**src/design/assert_macros.svh**
```systemverilog
// Assertion helpers for the design files; the top-level file includes them.
`ifndef ASSERT_MACROS_SVH
`define ASSERT_MACROS_SVH
`ifndef SYNTHESIS
`define ASSERT_IMPLIES(label, clk, rst, cond, expr, msg) \
  label: assert property (@(posedge clk) disable iff (rst) (cond) |-> (expr)) \
    else $error(msg);
`define ASSERT_NEXT(label, clk, rst, cond, expr, msg) \
  label: assert property (@(posedge clk) disable iff (rst) (cond) |=> (expr)) \
    else $error(msg);
`else
`define ASSERT_IMPLIES(label, clk, rst, cond, expr, msg)
`define ASSERT_NEXT(label, clk, rst, cond, expr, msg)
`endif
`endif

```
**src/design/l4hc_pkg.sv**
```systemverilog
`timescale 1ns / 1ps
package l4hc_pkg;

  localparam logic [1:0] VERDICT_MATCH    = 2'd0;
  localparam logic [1:0] VERDICT_NO_MATCH = 2'd1;
  localparam logic [1:0] VERDICT_INVALID  = 2'd2;

  localparam logic [7:0] PROTO_UDP = 8'd17;
  localparam logic [7:0] PROTO_TCP = 8'd6;
  localparam logic [3:0] IP_VERSION = 4'd4;

  // Byte positions relative to the start of the IP header.
  localparam logic [15:0] IP_PROTO_POS = 16'd9;
  localparam logic [15:0] IP_SRC_POS   = 16'd12;
  localparam logic [15:0] IP_DST_POS   = 16'd16;
  localparam logic [15:0] IP_MIN_HDR   = 16'd20;

  // Byte position of the data offset within the TCP header.
  localparam logic [15:0] TCP_DOFF_POS = 16'd12;
  localparam logic [15:0] UDP_HDR      = 16'd8;
  localparam logic [15:0] TCP_MIN_HDR  = 16'd20;

  localparam logic [15:0] MATCH_PORT_RESET = 16'd53;

  typedef struct packed {
    logic [15:0] byte_count;
    logic        overflow;
    logic [7:0]  ver_ihl;
    logic [7:0]  proto;
    logic [31:0] ip_source;
    logic [31:0] ip_dest;
    logic [15:0] l4_source;
    logic [15:0] l4_dest;
    logic [3:0]  tcp_doff;
  } frame_t;

  typedef struct packed {
    logic [1:0]  verdict;
    logic [7:0]  proto;
    logic [31:0] ip_source;
    logic [31:0] ip_dest;
    logic [15:0] l4_source;
    logic [15:0] l4_dest;
    logic [15:0] poff;
    logic [15:0] plen;
  } result_t;

endpackage

```
**src/design/l4hc_capture.sv**
```systemverilog
`timescale 1ns / 1ps
module l4hc_capture
  import l4hc_pkg::*;
#(
  parameter int LINK_HEADER_BYTES = 14,
  parameter int MAX_FRAME_BYTES   = 65535
) (
  input  logic       clk,
  input  logic       rst,
  input  logic       step,
  input  logic [7:0] data_byte,
  input  logic       last_byte,
  output frame_t     frame_next
);

  localparam logic [15:0] LINK16 = 16'(LINK_HEADER_BYTES);
  localparam logic [15:0] MAX16  = 16'(MAX_FRAME_BYTES);

  frame_t      frame;
  logic [15:0] pos;
  logic [15:0] ip_hl;
  logic [15:0] l4_start;

  assign pos      = frame.byte_count;
  assign ip_hl    = {10'd0, frame.ver_ihl[3:0], 2'b00};
  assign l4_start = LINK16 + ip_hl;

  always_comb begin
    frame_next = frame;
    if (pos < MAX16) begin
      if (pos == LINK16) begin
        frame_next.ver_ihl = data_byte;
      end else if (pos == LINK16 + IP_PROTO_POS) begin
        frame_next.proto = data_byte;
      end else if (pos >= LINK16 + IP_SRC_POS && pos < LINK16 + IP_DST_POS) begin
        frame_next.ip_source = {frame.ip_source[23:0], data_byte};
      end else if (pos >= LINK16 + IP_DST_POS && pos < LINK16 + IP_MIN_HDR) begin
        frame_next.ip_dest = {frame.ip_dest[23:0], data_byte};
      end
      // The transport header is located only once a sane header length is known.
      if (ip_hl >= IP_MIN_HDR) begin
        if (pos == l4_start || pos == l4_start + 16'd1) begin
          frame_next.l4_source = {frame.l4_source[7:0], data_byte};
        end else if (pos == l4_start + 16'd2 || pos == l4_start + 16'd3) begin
          frame_next.l4_dest = {frame.l4_dest[7:0], data_byte};
        end else if (pos == l4_start + TCP_DOFF_POS) begin
          frame_next.tcp_doff = data_byte[7:4];
        end
      end
      frame_next.byte_count = pos + 16'd1;
    end else begin
      frame_next.overflow = 1'b1;
    end
  end

  always_ff @(posedge clk) begin
    if (rst) begin
      frame <= '0;
    end else if (step) begin
      frame <= last_byte ? '0 : frame_next;
    end
  end

endmodule

```
**src/design/l4hc_judge.sv**
```systemverilog
`timescale 1ns / 1ps
module l4hc_judge
  import l4hc_pkg::*;
#(
  parameter int LINK_HEADER_BYTES = 14
) (
  input  frame_t      frame,
  input  logic [15:0] match_port,
  output result_t     res
);

  localparam logic [15:0] LINK16 = 16'(LINK_HEADER_BYTES);

  logic [15:0] n;
  logic [15:0] ip_hl;
  logic [15:0] l4_hl;
  logic [15:0] l4_min;
  logic [15:0] hdr_end;
  logic [15:0] poff;
  logic        is_udp;
  logic        is_tcp;
  logic        ok;
  logic        hit;

  assign n       = frame.byte_count;
  assign is_udp  = frame.proto == PROTO_UDP;
  assign is_tcp  = frame.proto == PROTO_TCP;
  assign ip_hl   = {10'd0, frame.ver_ihl[3:0], 2'b00};
  assign l4_hl   = is_udp ? UDP_HDR : {10'd0, frame.tcp_doff, 2'b00};
  assign l4_min  = is_udp ? UDP_HDR : TCP_MIN_HDR;
  assign hdr_end = LINK16 + ip_hl;
  assign poff    = hdr_end + l4_hl;

  // Every length check is a compare of the byte count against a short sum, so
  // all of them run side by side.
  assign ok = !frame.overflow
           && n >= LINK16 + IP_MIN_HDR
           && frame.ver_ihl[7:4] == IP_VERSION
           && ip_hl >= IP_MIN_HDR
           && (is_udp || is_tcp)
           && n >= hdr_end + l4_min
           && l4_hl >= l4_min
           && n >= poff;

  assign hit = frame.l4_source == match_port || frame.l4_dest == match_port;

  always_comb begin
    res = '0;
    if (ok) begin
      res.verdict   = hit ? VERDICT_MATCH : VERDICT_NO_MATCH;
      res.proto     = frame.proto;
      res.ip_source = frame.ip_source;
      res.ip_dest   = frame.ip_dest;
      res.l4_source = frame.l4_source;
      res.l4_dest   = frame.l4_dest;
      res.poff      = poff;
      res.plen      = n - poff;
    end else begin
      res.verdict = VERDICT_INVALID;
    end
  end

endmodule

```
**src/design/ipv4_l4_header_classifier_top.sv**
```systemverilog
`timescale 1ns / 1ps
// Path: a frame's final byte moves from the input byte register to the frame snapshot, then to the result register.
// Throughput: one byte per cycle while in_stall is low; a final byte stalls until the frame snapshot
// has room. The per-byte field capture and the length checks each fit between two registers.
// Reset (synchronous, active high) empties the pipeline, clears the frame state
// and sets the match port to 53.
`include "assert_macros.svh"
module ipv4_l4_header_classifier_top
  import l4hc_pkg::*;
#(
  parameter int LINK_HEADER_BYTES = 14,
  parameter int MAX_FRAME_BYTES   = 65535
) (
  input  logic        clk,
  input  logic        rst,
  input  logic        cfg_write_en,
  input  logic [15:0] cfg_write_data,
  input  logic        in_valid,
  output logic        in_stall,
  input  logic [7:0]  data_byte,
  input  logic        last_byte,
  output logic        out_valid,
  input  logic        out_stall,
  output logic [1:0]  verdict,
  output logic [7:0]  proto_number,
  output logic [31:0] source_address,
  output logic [31:0] dest_address,
  output logic [15:0] source_port,
  output logic [15:0] dest_port,
  output logic [15:0] payload_offset,
  output logic [15:0] payload_length
);

  logic [15:0] match_port;

  logic        s0_valid;
  logic [7:0]  s0_byte;
  logic        s0_last;
  logic        s0_adv;

  logic        snap_valid;
  frame_t      snap;
  frame_t      frame_next;
  logic        snap_move;
  logic        snap_free;

  result_t     judged;
  result_t     out_res;
  logic        out_free;

  logic        out_invalid;
  logic        out_ok;
  logic        fields_zero;
  logic        proto_ok;

  assign out_free  = !out_valid || !out_stall;
  assign snap_move = snap_valid && out_free;
  assign snap_free = !snap_valid || snap_move;
  // Only a final byte needs room downstream; other bytes just update the state.
  assign s0_adv    = s0_valid && (!s0_last || snap_free);
  assign in_stall  = s0_valid && !s0_adv;

  always_ff @(posedge clk) begin
    if (rst) begin
      match_port <= MATCH_PORT_RESET;
    end else if (cfg_write_en) begin
      match_port <= cfg_write_data;
    end
  end

  always_ff @(posedge clk) begin
    if (rst) begin
      s0_valid <= 1'b0;
    end else if (!in_stall) begin
      s0_valid <= in_valid;
    end
  end

  always_ff @(posedge clk) begin
    if (!in_stall && in_valid) begin
      s0_byte <= data_byte;
      s0_last <= last_byte;
    end
  end

  l4hc_capture #(
    .LINK_HEADER_BYTES(LINK_HEADER_BYTES),
    .MAX_FRAME_BYTES  (MAX_FRAME_BYTES)
  ) u_capture (
    .clk       (clk),
    .rst       (rst),
    .step      (s0_adv),
    .data_byte (s0_byte),
    .last_byte (s0_last),
    .frame_next(frame_next)
  );

  always_ff @(posedge clk) begin
    if (rst) begin
      snap_valid <= 1'b0;
    end else if (snap_free) begin
      snap_valid <= s0_adv && s0_last;
    end
  end

  always_ff @(posedge clk) begin
    if (snap_free && s0_adv && s0_last) begin
      snap <= frame_next;
    end
  end

  l4hc_judge #(
    .LINK_HEADER_BYTES(LINK_HEADER_BYTES)
  ) u_judge (
    .frame     (snap),
    .match_port(match_port),
    .res       (judged)
  );

  always_ff @(posedge clk) begin
    if (rst) begin
      out_valid <= 1'b0;
    end else if (out_free) begin
      out_valid <= snap_valid;
    end
  end

  always_ff @(posedge clk) begin
    if (snap_move) begin
      out_res <= judged;
    end
  end

  assign verdict        = out_res.verdict;
  assign proto_number   = out_res.proto;
  assign source_address = out_res.ip_source;
  assign dest_address   = out_res.ip_dest;
  assign source_port    = out_res.l4_source;
  assign dest_port      = out_res.l4_dest;
  assign payload_offset = out_res.poff;
  assign payload_length = out_res.plen;

  assign out_invalid = out_valid && verdict == VERDICT_INVALID;
  assign out_ok      = out_valid && verdict != VERDICT_INVALID;
  assign fields_zero = proto_number == 8'd0 && source_port == 16'd0 && dest_port == 16'd0
                    && payload_offset == 16'd0 && payload_length == 16'd0;
  assign proto_ok    = proto_number == PROTO_UDP || proto_number == PROTO_TCP;

  `ASSERT_IMPLIES(a_stall_on_last, clk, rst, in_stall, s0_valid && s0_last, "stall on non-final item")
  `ASSERT_IMPLIES(a_invalid_zero, clk, rst, out_invalid, fields_zero, "invalid verdict with nonzero fields")
  `ASSERT_IMPLIES(a_valid_proto, clk, rst, out_ok, proto_ok, "valid verdict on other protocol")
  `ASSERT_NEXT(a_snap_taken, clk, rst, snap_move, out_valid, "judged frame not presented")

endmodule
```
**config.mk**
```make
export PLATFORM = sky130hd
export DESIGN_NAME = ipv4_l4_header_classifier_top
export DESIGN_NICKNAME = d
export VERILOG_FILES = /design/src/design/l4hc_pkg.sv /design/src/design/l4hc_capture.sv /design/src/design/l4hc_judge.sv /design/src/design/ipv4_l4_header_classifier_top.sv
export VERILOG_INCLUDE_DIRS = /design/src /design/src/design
export SDC_FILE = /design/constraint.sdc
export NUM_CORES = 1
export LEC_CHECK = 0
export ABC_CLOCK_PERIOD_IN_PS = 16600
export BUFFER_PORTS_ARGS = -buffer_cell sky130_fd_sc_hd__buf_4
export CAP_MARGIN = 10
export CORE_ASPECT_RATIO = 0.75
export CORE_MARGIN = 1
export CORE_UTILIZATION = 50
export CTS_BUF_LIST = sky130_fd_sc_hd__clkbuf_2 sky130_fd_sc_hd__clkbuf_4 sky130_fd_sc_hd__clkbuf_8
export DETAILED_ROUTE_END_ITERATION = 6
export GPL_TIMING_DRIVEN = 0
export PLACE_DENSITY = 0.69
export SYNTH_ARGS = -nofsm -noshare
export SYNTH_HDL_FRONTEND = slang
export SYNTH_SLANG_ARGS = --single-unit
```
**constraint.sdc**
```tcl
create_clock -name clk -period 16.6 [get_ports clk]
set_input_delay 2.49 -clock clk [delete_from_list [all_inputs] [get_ports clk]]
set_output_delay 2.49 -clock clk [all_outputs]
set_load 0.01 [all_outputs]
```
======== Word-level counts from Yosys, hierarchy flattened ========
Index checks and enable logic that the tools add are counted.
storage, ports and cells
  register bits after elaboration ......... 432
  logic and storage cells ................. 115
  output and inout bits ................... 140
cells by class
  $lt $le $gt $ge ......................... 11
  reductions and logical operators ........ 30
  muxes and demuxes ....................... 20
  $add $sub $neg .......................... 10
  equality and inequality tests ........... 12
operators by type and width
  operator                                              count
  2-to-1 mux 133 bit                                    1
  2-to-1 mux 116 bit                                    1
  equality test 16 bit                                  7
  2-to-1 mux 32 bit                                     3
  2-to-1 mux 72 bit                                     1
  2-to-1 mux 64 bit                                     1
  >= comparator 16 bit                                  3
  2-to-1 mux 16 bit                                     3
  2-to-1 mux 36 bit                                     1
  adder 16 x 1 -> 16 bit, second input constant         2
  adder 16 bit                                          2
  adder 16 x 2 -> 16 bit, second input constant         2
  >= comparator 16 x 5 -> 1 bit, second input constant  2
  2-to-1 mux 20 bit                                     1
  adder 16 x 4 -> 16 bit, second input constant         1
  equality test 16 x 4 -> 1 bit, second input constant  1
  equality test 16 x 5 -> 1 bit, second input constant  1
  >= comparator 16 x 6 -> 1 bit, second input constant  1
  logical AND 1 bit                                     16
  < comparator 16 bit, second input constant            1
  < comparator 16 x 5 -> 1 bit, second input constant   1
  < comparator 16 x 6 -> 1 bit, second input constant   1
  2-to-1 mux 8 bit                                      2
  subtractor 16 bit                                     1
  11 further kinds                                      27

======== Longest topological paths before layout ========
Gate-level depths: netlist of run 1.
  depth after elaboration ................. 10
  gate-level depth with buffers ........... 18
  depth with buffers taken out ............ 16

======== By module ========
A second synthesis of run 1 with hierarchy kept.
second synthesis, totals
  cells, all modules ...................... 1500
  area total of the unflattened synthesis .. 18853.1 sq um
modules (own cells, without submodules)
  module                         cells each  area an instance (sq um)  sequential area each (sq um)  instances
  ipv4_l4_header_classifier_top  348         9131.3                    8788.4                        1
  l4hc_capture                   792         7159.4                    2662.6                        1
  l4hc_judge                     360         2562.5                    0.0                           1

======== Least setup slack after synthesis of run 1 ========
Ideal clock, no wire load.
  path kind ............................... input -> register
  start point ............................. input out_stall
  end point ............................... register out_res (netlist bit dest_address[0]), enable pin
  setup time .............................. 813 ps
  arrival time ............................ 11814 ps
  stages on the path ...................... 1
  setup slack ............................. 3973 ps
  data required time ...................... 15787 ps
  path through ............................ a21boi_0
between the ends
  word-level cells in the longest chain between the ends .. 3
ends and longest elaborated chain
  what                    line                                  RTL
  start: declaration      ipv4_l4_header_classifier_top.sv:23   input logic out_stall,
  zero test 1 bit         ipv4_l4_header_classifier_top.sv:56   assign out_free = !out_valid || !out_stall;
  logical OR 1 bit        ipv4_l4_header_classifier_top.sv:56
  logical AND 1 bit       ipv4_l4_header_classifier_top.sv:57   assign snap_move = snap_valid && out_free;
  end signal: assignment  ipv4_l4_header_classifier_top.sv:130  out_res <= judged;
  end: declaration        ipv4_l4_header_classifier_top.sv:48   result_t out_res;
Every way passes these cells.
A chain may end at the register's enable or synchronous reset.

======== Worst setup path after layout of run 1 ========
  start point ............................. input out_stall
  end point ............................... output in_stall
between the ends
  word-level cells in the longest chain between the ends .. 8
ends and longest elaborated chain
  what               line                                 RTL
  zero test 1 bit    ipv4_l4_header_classifier_top.sv:56
  logical OR 1 bit   ipv4_l4_header_classifier_top.sv:56
  logical AND 1 bit  ipv4_l4_header_classifier_top.sv:57
  logical OR 1 bit   ipv4_l4_header_classifier_top.sv:58  assign snap_free = !snap_valid || snap_move;
  logical OR 1 bit   ipv4_l4_header_classifier_top.sv:60  assign s0_adv = s0_valid && (!s0_last || snap_free);
  logical AND 1 bit  ipv4_l4_header_classifier_top.sv:60
  zero test 1 bit    ipv4_l4_header_classifier_top.sv:61  assign in_stall = s0_valid && !s0_adv;
  logical AND 1 bit  ipv4_l4_header_classifier_top.sv:61
  end: declaration   ipv4_l4_header_classifier_top.sv:19  output logic in_stall,
Every way passes these cells.

==> impl_metrics.env, run 1 <==
export IMPL_area_growth_pct=18.74
export IMPL_grt_pass1_vias=12080
export IMPL_cts_buffers=67
export IMPL_clk_insertion_delay_late_ns=0.61
export IMPL_synth_top_area_share_pct=44.14
export IMPL_holdPathStages=1
export IMPL_dp_cells=2157
export IMPL_arrival_ns=3.18
export IMPL_final_util_pct=60.62
export IMPL_min_path_type="flop to flop"
export IMPL_tritoncts="done"
export IMPL_endpoint_kind="output port"
export IMPL_cp_common_cell="buf_4"
export IMPL_antenna_found_initial=0
export IMPL_final_cell_mix="edfxtp_1 (271), buf_4 (172), nor2_1 (158), dfxtp_1 (152), and3_1 (118)"
export IMPL_initial_core_util_pct=51.05
export IMPL_grt_usage_pct=23.26
export IMPL_num_io_pins=170
export IMPL_post_drt_via_cell_ratio=5.565
export IMPL_insertedDiodeCount=0
export IMPL_postRouteAntennaNets=0
export IMPL_outcome="finished clean"
export IMPL_synth_area_leader_cell="edfxtp_1"
export IMPL_slew_headroom_pct=26.18
export IMPL_overflow=0
export IMPL_syn_avg_cell_area_um2=12.46
export IMPL_path_class="input port to output port"
export IMPL_critPathTopFamily="simple AND/OR/NAND/NOR gates"
export IMPL_synth_area_um2=18440
export IMPL_h_tree_depth=3
export IMPL_seq_area_um2=11180
export IMPL_rrSetupSlack_ns=11.44
export IMPL_slowest_stage="nor2_1"
export IMPL_rsz0062_at_grt="false"
export IMPL_worstSetupStartpointType="input port"
export IMPL_fmax_mhz=176.2
export IMPL_fillerInstances=2914
export IMPL_dieArea_um2=37650
export IMPL_peakVddDrop_v=0.00005980
export IMPL_ys_seq_elements=423
export IMPL_gp_congestion=0.8999
export IMPL_design_area_um2=21890
export IMPL_cts_buffer_depth=3
export IMPL_p_leak_nw=9.206
export IMPL_synth_edf_count=271
export IMPL_path_cells="buf_4, nand3_1, nor2_1, buf_4"
export IMPL_die_width_um=223.7
export IMPL_ys_warn_count=0
export IMPL_holdPathEnd="u_capture.frame[12]"
export IMPL_pwr_density_cell_nw_per_um2=97.33
export IMPL_portBuffers=160
export IMPL_synth_ff_type="edfxtp_1"
export IMPL_drc_errors=0
export IMPL_post_dp_hpwl_mm=30.97
export IMPL_yosysSeqAreaShare_pct=60.65
export IMPL_multi_input_area_um2=6780
export IMPL_final_common_cell="edfxtp_1"
export IMPL_syn_inst=1480
export IMPL_cts_hold_buffers=0
export IMPL_regToRegEndpoint="source_address[19]"
export IMPL_cts_root_buf="clkbuf_8"
export IMPL_wirelength_mm=43.97
export IMPL_r2r_start="snap[103]"
export IMPL_setup_violations=0
export IMPL_cap_violations=0
export IMPL_placed_cell_area_um2=20520
export IMPL_setup_ws_ns=10.93
export IMPL_synth_top_cells_by_area="edfxtp_1 (44%), dfxtp_1 (17%), mux2_2 (7.0%)"
export IMPL_clock_skew_ns=0.02852
export IMPL_nNetsFinal=1790
export IMPL_cts_sinks=423
export IMPL_postCtsSetupRepairBufs=0
export IMPL_crit_fanout=4
export IMPL_drive_above_1_share_pct=24.87
export IMPL_cts_resized_gates=0
export IMPL_period_share_pct=34.18
export IMPL_cp_num_buf_inv=2
export IMPL_synthArstFlopShare_pct=0
export IMPL_fin_hold_ws_ns=0.4813
export IMPL_crit_required_ns=14.11
export IMPL_min_from="u_capture.frame[12]"
export IMPL_hold_viol=0
export IMPL_core_area_um2=36110
export IMPL_wl_per_cell_um=19.31
export IMPL_period_minus_slack_ns=5.674
export IMPL_grt_pass1_wl_mm=67.44
export IMPL_max_stage_delay_ns=0.28
export IMPL_vias=12670
export IMPL_grt_max_degree=38
export IMPL_stdcell_count=2277
export IMPL_drt_pass1_iterations=5
export IMPL_place_ws_ns=10.96
export IMPL_tightest_slew_ns=1.097
export IMPL_synth_cell_types=74
export IMPL_cts_clk_slew_worst_paths_ns=0.06
export IMPL_report_final_slew_viol_count=0
export IMPL_ff2ff_path_depth=17
export IMPL_drt_iter0_markers=1018
export IMPL_rows=60
export IMPL_die_y_um=168.3
## worst register-to-register path, stage by stage (launching register included)
cell      delay (ns)
edfxtp_1        0.40
nor4_2          0.41
nand2_1         0.22
and2_1          0.22
ha_1            0.33
a21oi_1         0.28
xnor2_1         0.18
xnor2_1         0.11
ha_1            0.34
and3_1          0.19
a22o_1          0.16
nand2b_1        0.16
a211o_1         0.15
a41oi_2         0.14
o311ai_4        0.80
buf_2           0.47
buf_2           0.26
and3_1          0.18
## synth_stat cells (7+ instances only)
master	n
and2_1	9
nor4_1	16
xor2_1	42
ha_1	26
a211o_1	9
a22o_1	17
xnor2_1	26
a22oi_1	105
nor3_1	16
nor2_1	159
or3_1	8
and3_1	118
a21o_1	11
dfxtp_1	152
o21ai_0	24
nand2b_1	7
mux2i_1	15
nor2b_1	19
a21oi_1	32
clkbuf_1	76
buf_4	12
mux2_2	114
buf_2	11
edfxtp_1	271
nand4_1	15
nand2_1	42
inv_1	25
nand3_1	9
and3b_1	7
## state kept, by name, indices dropped and copies added, names as in the netlist, 16 cells and up
| register | count |
|---|---|
| dest_port | 16 |
| source_address | 32 |
| payload_length | 16 |
| snap | 133 |
| match_port | 16 |
| source_port | 16 |
| u_capture.frame | 117 |
| u_capture.pos | 16 |
| dest_address | 32 |
## routing by layer
metal / track usage, % / part of all wire [%]
met1: 33.33 / 47
met3: 4.991 / 6.5
met4: 7.058 / 2.0
met5: 0 / 0
met2: 35.42 / 45
## stage by stage
step / TNS, ns / power [mW]
2_1_floorplan: 0 / 1.210
3_3_place_gp: -17.26 / 1.248
3_5_place_dp: 0 / 1.246
4_1_cts: 0 / 2.150
5_1_grt: 0 / 2.202
6_report: 0 / 2.131
## worst max path at each step
stage                    from           endpoint  cells after the start
floorplan           out_stall    dest_address[0]                      1
global placement    out_stall  payload_offset[7]                      2
detailed placement  out_stall           in_stall                      4
CTS                 out_stall           in_stall                      4
global route        out_stall           in_stall                      4
finish              out_stall           in_stall                      4
## report_power, final
group,switching [mW],internal [mW]
sequential,0.0136,1.12
clock,0.398,0.507
combinational,0.0578,0.0304
total,0.469,1.66
## kinds of logic after synthesis
family                   Yosys count  synth area share (%)
flip-flops                       423                 60.65
XOR/XNOR                          70                 3.407
buffers and inverters            127                 2.986
AO/OA/AOI/OAI                    243                 9.699
adder cells (fa/ha/maj)           31                 2.206
other                              1               0.02034
AND/OR/NAND/NOR                  452                 12.93
multiplexers                     133                 8.104
## area by class of cell
class,count,area share (%)
tap,496,2.835
inverter,25,0.4287
clock buffer,98,5.447
timing repair buffer,170,6.362
sequential,423,51.08
multi-input combinational,942,30.97
buffer,102,2.086
clock inverter,21,0.7888
(Power assumes the default switching activity.)
==> run 2: changes to the inputs <==
--- a/config.mk
+++ b/config.mk
@@ -6,7 +6,7 @@
 export SDC_FILE = /design/constraint.sdc
 export NUM_CORES = 1
 export LEC_CHECK = 0
-export ABC_CLOCK_PERIOD_IN_PS = 16600
+export ABC_CLOCK_PERIOD_IN_PS = 5700
 export BUFFER_PORTS_ARGS = -buffer_cell sky130_fd_sc_hd__buf_4
 export CAP_MARGIN = 10
 export CORE_ASPECT_RATIO = 0.75
==> constraint.sdc (replaced) <==
create_clock -name clk -period 5.7 [get_ports clk]
set_input_delay 0.855 -clock clk [delete_from_list [all_inputs] [get_ports clk]]
set_output_delay 0.855 -clock clk [all_outputs]
set_load 0.01 [all_outputs]
==> run 2 against run 1 <==
Core utilization grew 0.19 points. Largest cell class unchanged. Setup slack lost 10 ns. Flip-flop and latch count is the same. Hold slack lost 0.064 ns. Critical path type is now flop to flop. Critical endpoint is now proto_number[4]. First-iteration DRC count grew 12%. Global-route usage grew 0.31 points. Via count grew 0.82%. Sequential power grew to 2.9 times the previous value. Clock skew grew 0.0064 ns.
==> impl_metrics.env, run 2 (same netlist as run 1, synthesis figures left out) <==
export IMPL_period_share_pct=91.93
export IMPL_cts_buffer_depth=3
export IMPL_min_from="data_byte[4]"
export IMPL_gp_congestion=0.8910
export IMPL_drt_iter0_markers=1145
export IMPL_pwr_density_cell_nw_per_um2=289.6
export IMPL_die_width_um=223.7
export IMPL_ff2ff_path_depth=18
export IMPL_setup_ws_ns=0.4597
export IMPL_largest_register_ffs=133
export IMPL_rsz0062_at_grt="false"
export IMPL_setup_violations=0
export IMPL_cts_root_buf="clkbuf_8"
export IMPL_area_growth_pct=19.12
export IMPL_holdPathStages=1
export IMPL_min_path_type="input port to flop"
export IMPL_rows=60
export IMPL_outcome="finished clean"
export IMPL_tritoncts="done"
export IMPL_core_area_um2=36110
export IMPL_grt_usage_pct=23.57
export IMPL_portBuffers=160
export IMPL_postRouteAntennaNets=0
export IMPL_cts_sinks=423
export IMPL_dieArea_um2=37650
export IMPL_max_stage_delay_ns=0.81
export IMPL_p_leak_nw=9.224
export IMPL_report_final_slew_viol_count=0
export IMPL_num_io_pins=170
export IMPL_design_area_um2=21960
export IMPL_post_dp_hpwl_mm=31.40
export IMPL_slowest_stage="o311ai_4"
export IMPL_drt_pass1_iterations=5
export IMPL_drc_errors=0
export IMPL_final_common_cell="edfxtp_1"
export IMPL_rrSetupSlack_ns=0.46
export IMPL_placed_cell_area_um2=20500
export IMPL_die_y_um=168.3
export IMPL_fmax_mhz=190.8
export IMPL_overflow=0
export IMPL_regMostFlops="snap"
export IMPL_drive_above_1_share_pct=25.00
export IMPL_power_mw=6.359
export IMPL_wl_per_cell_um=19.60
export IMPL_fin_hold_ws_ns=0.4173
export IMPL_post_drt_via_cell_ratio=5.604
export IMPL_fillerInstances=2860
export IMPL_holdPathEnd="s0_byte[4]"
export IMPL_postCtsSetupRepairBufs=0
export IMPL_place_ws_ns=0.5146
export IMPL_path_class="flop to flop"
export IMPL_slew_headroom_pct=32.30
export IMPL_h_tree_depth=3
export IMPL_initial_core_util_pct=51.05
export IMPL_reg_top3="snap (133), u_capture.frame (117)"
export IMPL_endpoint_kind="flop"
export IMPL_regToRegEndpoint="proto_number[4]"
export IMPL_cts_hold_buffers=0
export IMPL_wirelength_mm=44.68
export IMPL_crit_fanout=10
export IMPL_peakVddDrop_v=0.0002081
export IMPL_clock_skew_ns=0.03492
export IMPL_clk_insertion_delay_late_ns=0.61
export IMPL_r2r_start="snap[103]"
export IMPL_cts_resized_gates=0
export IMPL_final_util_pct=60.81
export IMPL_grt_pass1_wl_mm=68.07
export IMPL_nNetsFinal=1790
export IMPL_final_cell_mix="edfxtp_1 (271), buf_4 (172), nor2_1 (158), dfxtp_1 (152), and3_1 (118)"
export IMPL_antenna_found_initial=0
export IMPL_hold_viol=0
export IMPL_insertedDiodeCount=0
export IMPL_cap_violations=0
export IMPL_worstSetupStartpointType="flop"
export IMPL_period_minus_slack_ns=5.240
export IMPL_cts_clk_slew_worst_paths_ns=0.07
export IMPL_arrival_ns=5.71
export IMPL_vias=12780
export IMPL_tightest_slew_ns=1.006
export IMPL_grt_max_degree=38
export IMPL_crit_required_ns=6.17
export IMPL_path_cells="nor4_2, nand2_1, nand2b_1, ha_1, a21o_1, a21oi_1, xnor2_1, xnor2_1, ha_1, and3_1, a22o_1, nand2b_1, a211o_1, a41oi_2, o311ai_4, buf_2, buf_2, and3_1"
export IMPL_grt_pass1_vias=12180
export IMPL_cts_buffers=67
[run 2: worst max-delay path, delay by kind of cell, from the launching register on]
family	cells	cell delay, ns
AOI/OAI and AO/OA	6	1.72
and+or+nand+nor	6	1.37
buffers and inverters	2	0.71
adders and majority gates	2	0.59
DFF	1	0.40
xor gates and xnor gates	2	0.30
[run 2: power breakdown]
part	switching [mW]	leakage, nW	internal, mW
Clock	1.18	0.769	1.60
Sequential	0.0401	4.09	3.27
Combinational	0.172	4.36	0.0893
[run 2: area by class of cell]
class,count,area (um^2),area share [%]
flip-flops and latches,423,11180,50.91
clock buffers,96,1165,5.305
clock inverters,26,285.3,1.299
repair buffers,170,1378,6.273
plain buffers,102,456.7,2.080
well taps,496,620.6,2.826
multi-input cells,942,6780,30.88
inverters,25,93.84,0.4273
[run 2: how the worst max path moves through the flow]
stage               startpoint            endpoint  slack (ns)  depth (start not counted)
CTS                  snap[103]     proto_number[4]        0.49                         18
floorplan            out_stall             snap[0]        0.47                          4
global placement     out_stall            snap[23]       -1.40                          5
detailed placement   snap[103]  source_address[25]        0.51                         18
finish               snap[103]     proto_number[4]        0.46                         18
global route         snap[103]  source_address[25]         0.1                         17
[run 2: metal layers]
layer / share of wire, % / up-vias / track usage (%)
li1: - / 6030 / -
met1: 46 / 6199 / 33.10
met2: 45 / 476 / 35.61
met3: 7.3 / 71 / 6.161
met4: 2.1 / 0 / 7.564
met5: 0 / - / 0
[run 2: per-stage QoR]
stage	TNS [ns]	instances
6_report	0	2280
5_1_grt	0	2280
4_1_cts	0	2279
3_5_place_dp	0	2157
3_3_place_gp	-280.57	2148
2_1_floorplan	0	1492
==> run 3: changes to the inputs <==
--- a/config.mk
+++ b/config.mk
@@ -9,13 +9,16 @@
 export ABC_CLOCK_PERIOD_IN_PS = 5700
 export BUFFER_PORTS_ARGS = -buffer_cell sky130_fd_sc_hd__buf_4
 export CAP_MARGIN = 10
+export CELL_PAD_IN_SITES_DETAIL_PLACEMENT = 1
+export CELL_PAD_IN_SITES_GLOBAL_PLACEMENT = 2
 export CORE_ASPECT_RATIO = 0.75
 export CORE_MARGIN = 1
-export CORE_UTILIZATION = 50
+export CORE_UTILIZATION = 42
 export CTS_BUF_LIST = sky130_fd_sc_hd__clkbuf_2 sky130_fd_sc_hd__clkbuf_4 sky130_fd_sc_hd__clkbuf_8
 export DETAILED_ROUTE_END_ITERATION = 6
 export GPL_TIMING_DRIVEN = 0
-export PLACE_DENSITY = 0.69
+export PLACE_DENSITY_LB_ADDON = 0.1
+export SLEW_MARGIN = 20
 export SYNTH_ARGS = -nofsm -noshare
 export SYNTH_HDL_FRONTEND = slang
 export SYNTH_SLANG_ARGS = --single-unit
==> run 3 against run 2 <==
Wire length is 18% higher. Power is 2.1% higher. Die area is 19% higher. Clock-buffer cell count is 21 higher. Flip-flop and latch count stayed put. First-iteration DRC count is 30% lower. Global-route usage hardly changed. Setup slack better by 0.11 ns.
==> impl_metrics.env, run 3 (same netlist as run 1, synthesis figures left out) <==
export IMPL_nNetsFinal=1801
export IMPL_setup_violations=0
export IMPL_initial_core_util_pct=42.52
export IMPL_grt_max_degree=30
export IMPL_postRouteAntennaNets=0
export IMPL_drt_pass1_iterations=5
export IMPL_num_io_pins=170
export IMPL_power_mw=6.491
export IMPL_insertedDiodeCount=0
export IMPL_regMostFlops="snap"
export IMPL_cts_root_buf="clkbuf_8"
export IMPL_portBuffers=160
export IMPL_die_width_um=243.9
export IMPL_final_util_pct=51.48
export IMPL_overflow=0
export IMPL_cts_buffer_depth=3
export IMPL_outcome="finished clean"
export IMPL_cts_buffers=73
export IMPL_place_ws_ns=0.2977
export IMPL_min_path_type="input port to flop"
export IMPL_report_final_slew_viol_count=0
export IMPL_dieArea_um2=44740
export IMPL_placed_cell_area_um2=20750
export IMPL_p_leak_nw=9.347
export IMPL_slowest_stage="a2111oi_0"
export IMPL_cts_hold_buffers=0
export IMPL_period_share_pct=89.99
export IMPL_cts_clk_slew_worst_paths_ns=0.06
export IMPL_design_area_um2=22320
export IMPL_wirelength_mm=52.61
export IMPL_post_drt_via_cell_ratio=5.416
export IMPL_area_growth_pct=21.07
export IMPL_cts_sinks=423
export IMPL_fmax_mhz=195.0
export IMPL_period_minus_slack_ns=5.130
export IMPL_clock_skew_ns=0.03138
export IMPL_crit_required_ns=6.10
export IMPL_worstSetupStartpointType="flop"
export IMPL_fin_hold_ws_ns=0.3879
export IMPL_cap_violations=0
export IMPL_stdcell_count=2381
export IMPL_pwr_density_cell_nw_per_um2=290.8
export IMPL_drt_iter0_markers=805
export IMPL_gp_congestion=0.8691
export IMPL_final_common_cell="edfxtp_1"
export IMPL_tightest_slew_ns=1.032
export IMPL_clk_insertion_delay_late_ns=0.65
export IMPL_dp_cells=2243
export IMPL_hold_viol=0
export IMPL_peakVddDrop_v=0.0001438
export IMPL_antenna_found_initial=2
export IMPL_tritoncts="done"
export IMPL_largest_register_ffs=133
export IMPL_path_cells="nor4_2, nand2_1, nand2b_1, ha_1, a21o_1, a21oi_1, xnor2_1, xnor2_1, ha_1, and3_1, a22o_1, or2_2, clkbuf_1, o2111a_1, a2111oi_0, xnor2_1, and3_1"
export IMPL_final_cell_mix="edfxtp_1 (271), buf_4 (173), nor2_1 (158), dfxtp_1 (152), and3_1 (118)"
export IMPL_crit_fanout=9
export IMPL_rows=66
export IMPL_grt_pass1_wl_mm=79.28
export IMPL_reg_top3="snap (133), u_capture.frame (117)"
export IMPL_endpoint_kind="flop"
export IMPL_drc_errors=0
export IMPL_h_tree_depth=3
export IMPL_core_area_um2=43350
export IMPL_drive_above_1_share_pct=26.12
export IMPL_tns_ns=0
export IMPL_path_class="flop to flop"
export IMPL_vias=12900
export IMPL_wl_per_cell_um=22.09
export IMPL_max_stage_delay_ns=0.75
export IMPL_post_dp_hpwl_mm=37.96
export IMPL_grt_pass1_vias=13130
export IMPL_arrival_ns=5.53
export IMPL_slew_headroom_pct=30.54
export IMPL_grt_usage_pct=23.53
export IMPL_die_y_um=183.4
export IMPL_cp_common_cell="xnor2_1"
export IMPL_rsz0062_at_grt="false"
export IMPL_setup_ws_ns=0.5705
==> run 3: worst paths after layout <==
| path | start | end | slack (ns) | depth (start not counted) |
|---|---|---|---|---|
| max | snap[103] | payload_length[8] | 0.57 | 17 |
| min | last_byte | s0_last | 0.39 | 1 |
| max reg2reg | snap[103] | payload_length[8] | 0.57 | 17 |
| min reg2reg | u_capture.frame[19] | u_capture.frame[19] | 0.48 | 1 |
==> run 3: report_power, final <==
group	switching (mW)	leakage, nW	internal [mW]
clock	1.25	0.824	1.64
sequential	0.0444	4.09	3.27
combinational	0.186	4.43	0.0977
==> run 3: routing by layer <==
metal | routed length, um | GRT usage, % | vias to the layer above
li1 | - | - | 6042
met1 | 25470 | 34.37 | 6402
met2 | 23060 | 35.00 | 358
met3 | 2891 | 4.773 | 94
met4 | 1193 | 7.275 | 0
met5 | 0 | 0 | -
==> run 3: layout make-up <==
cell class / count / area [um^2]
clock buffers: 117 / 1385
inverters: 25 / 93.84
fillers: 4591 / 21030
multi-input cells: 942 / 6787
clock inverters: 19 / 158.9
repair buffers: 175 / 1535
plain buffers: 102 / 456.7
flip-flops and latches: 423 / 11180
well taps: 578 / 723.2
==> run 3: critical path, delay by kind of cell, from the launching register on <==
family / cells / cell delay (ns)
XOR/XNOR: 3 / 0.49
AO/OA/AOI/OAI: 5 / 1.71
buffers and inverters: 1 / 0.22
flip-flops: 1 / 0.41
adder cells (fa/ha/maj): 2 / 0.56
AND/OR/NAND/NOR: 6 / 1.52
==> run 3: timing repair <==
item / in CTS / in global routing
buffers inserted: 0 / 2
setup endpoints to repair: 0 / 1
resized for setup: 0 / 0
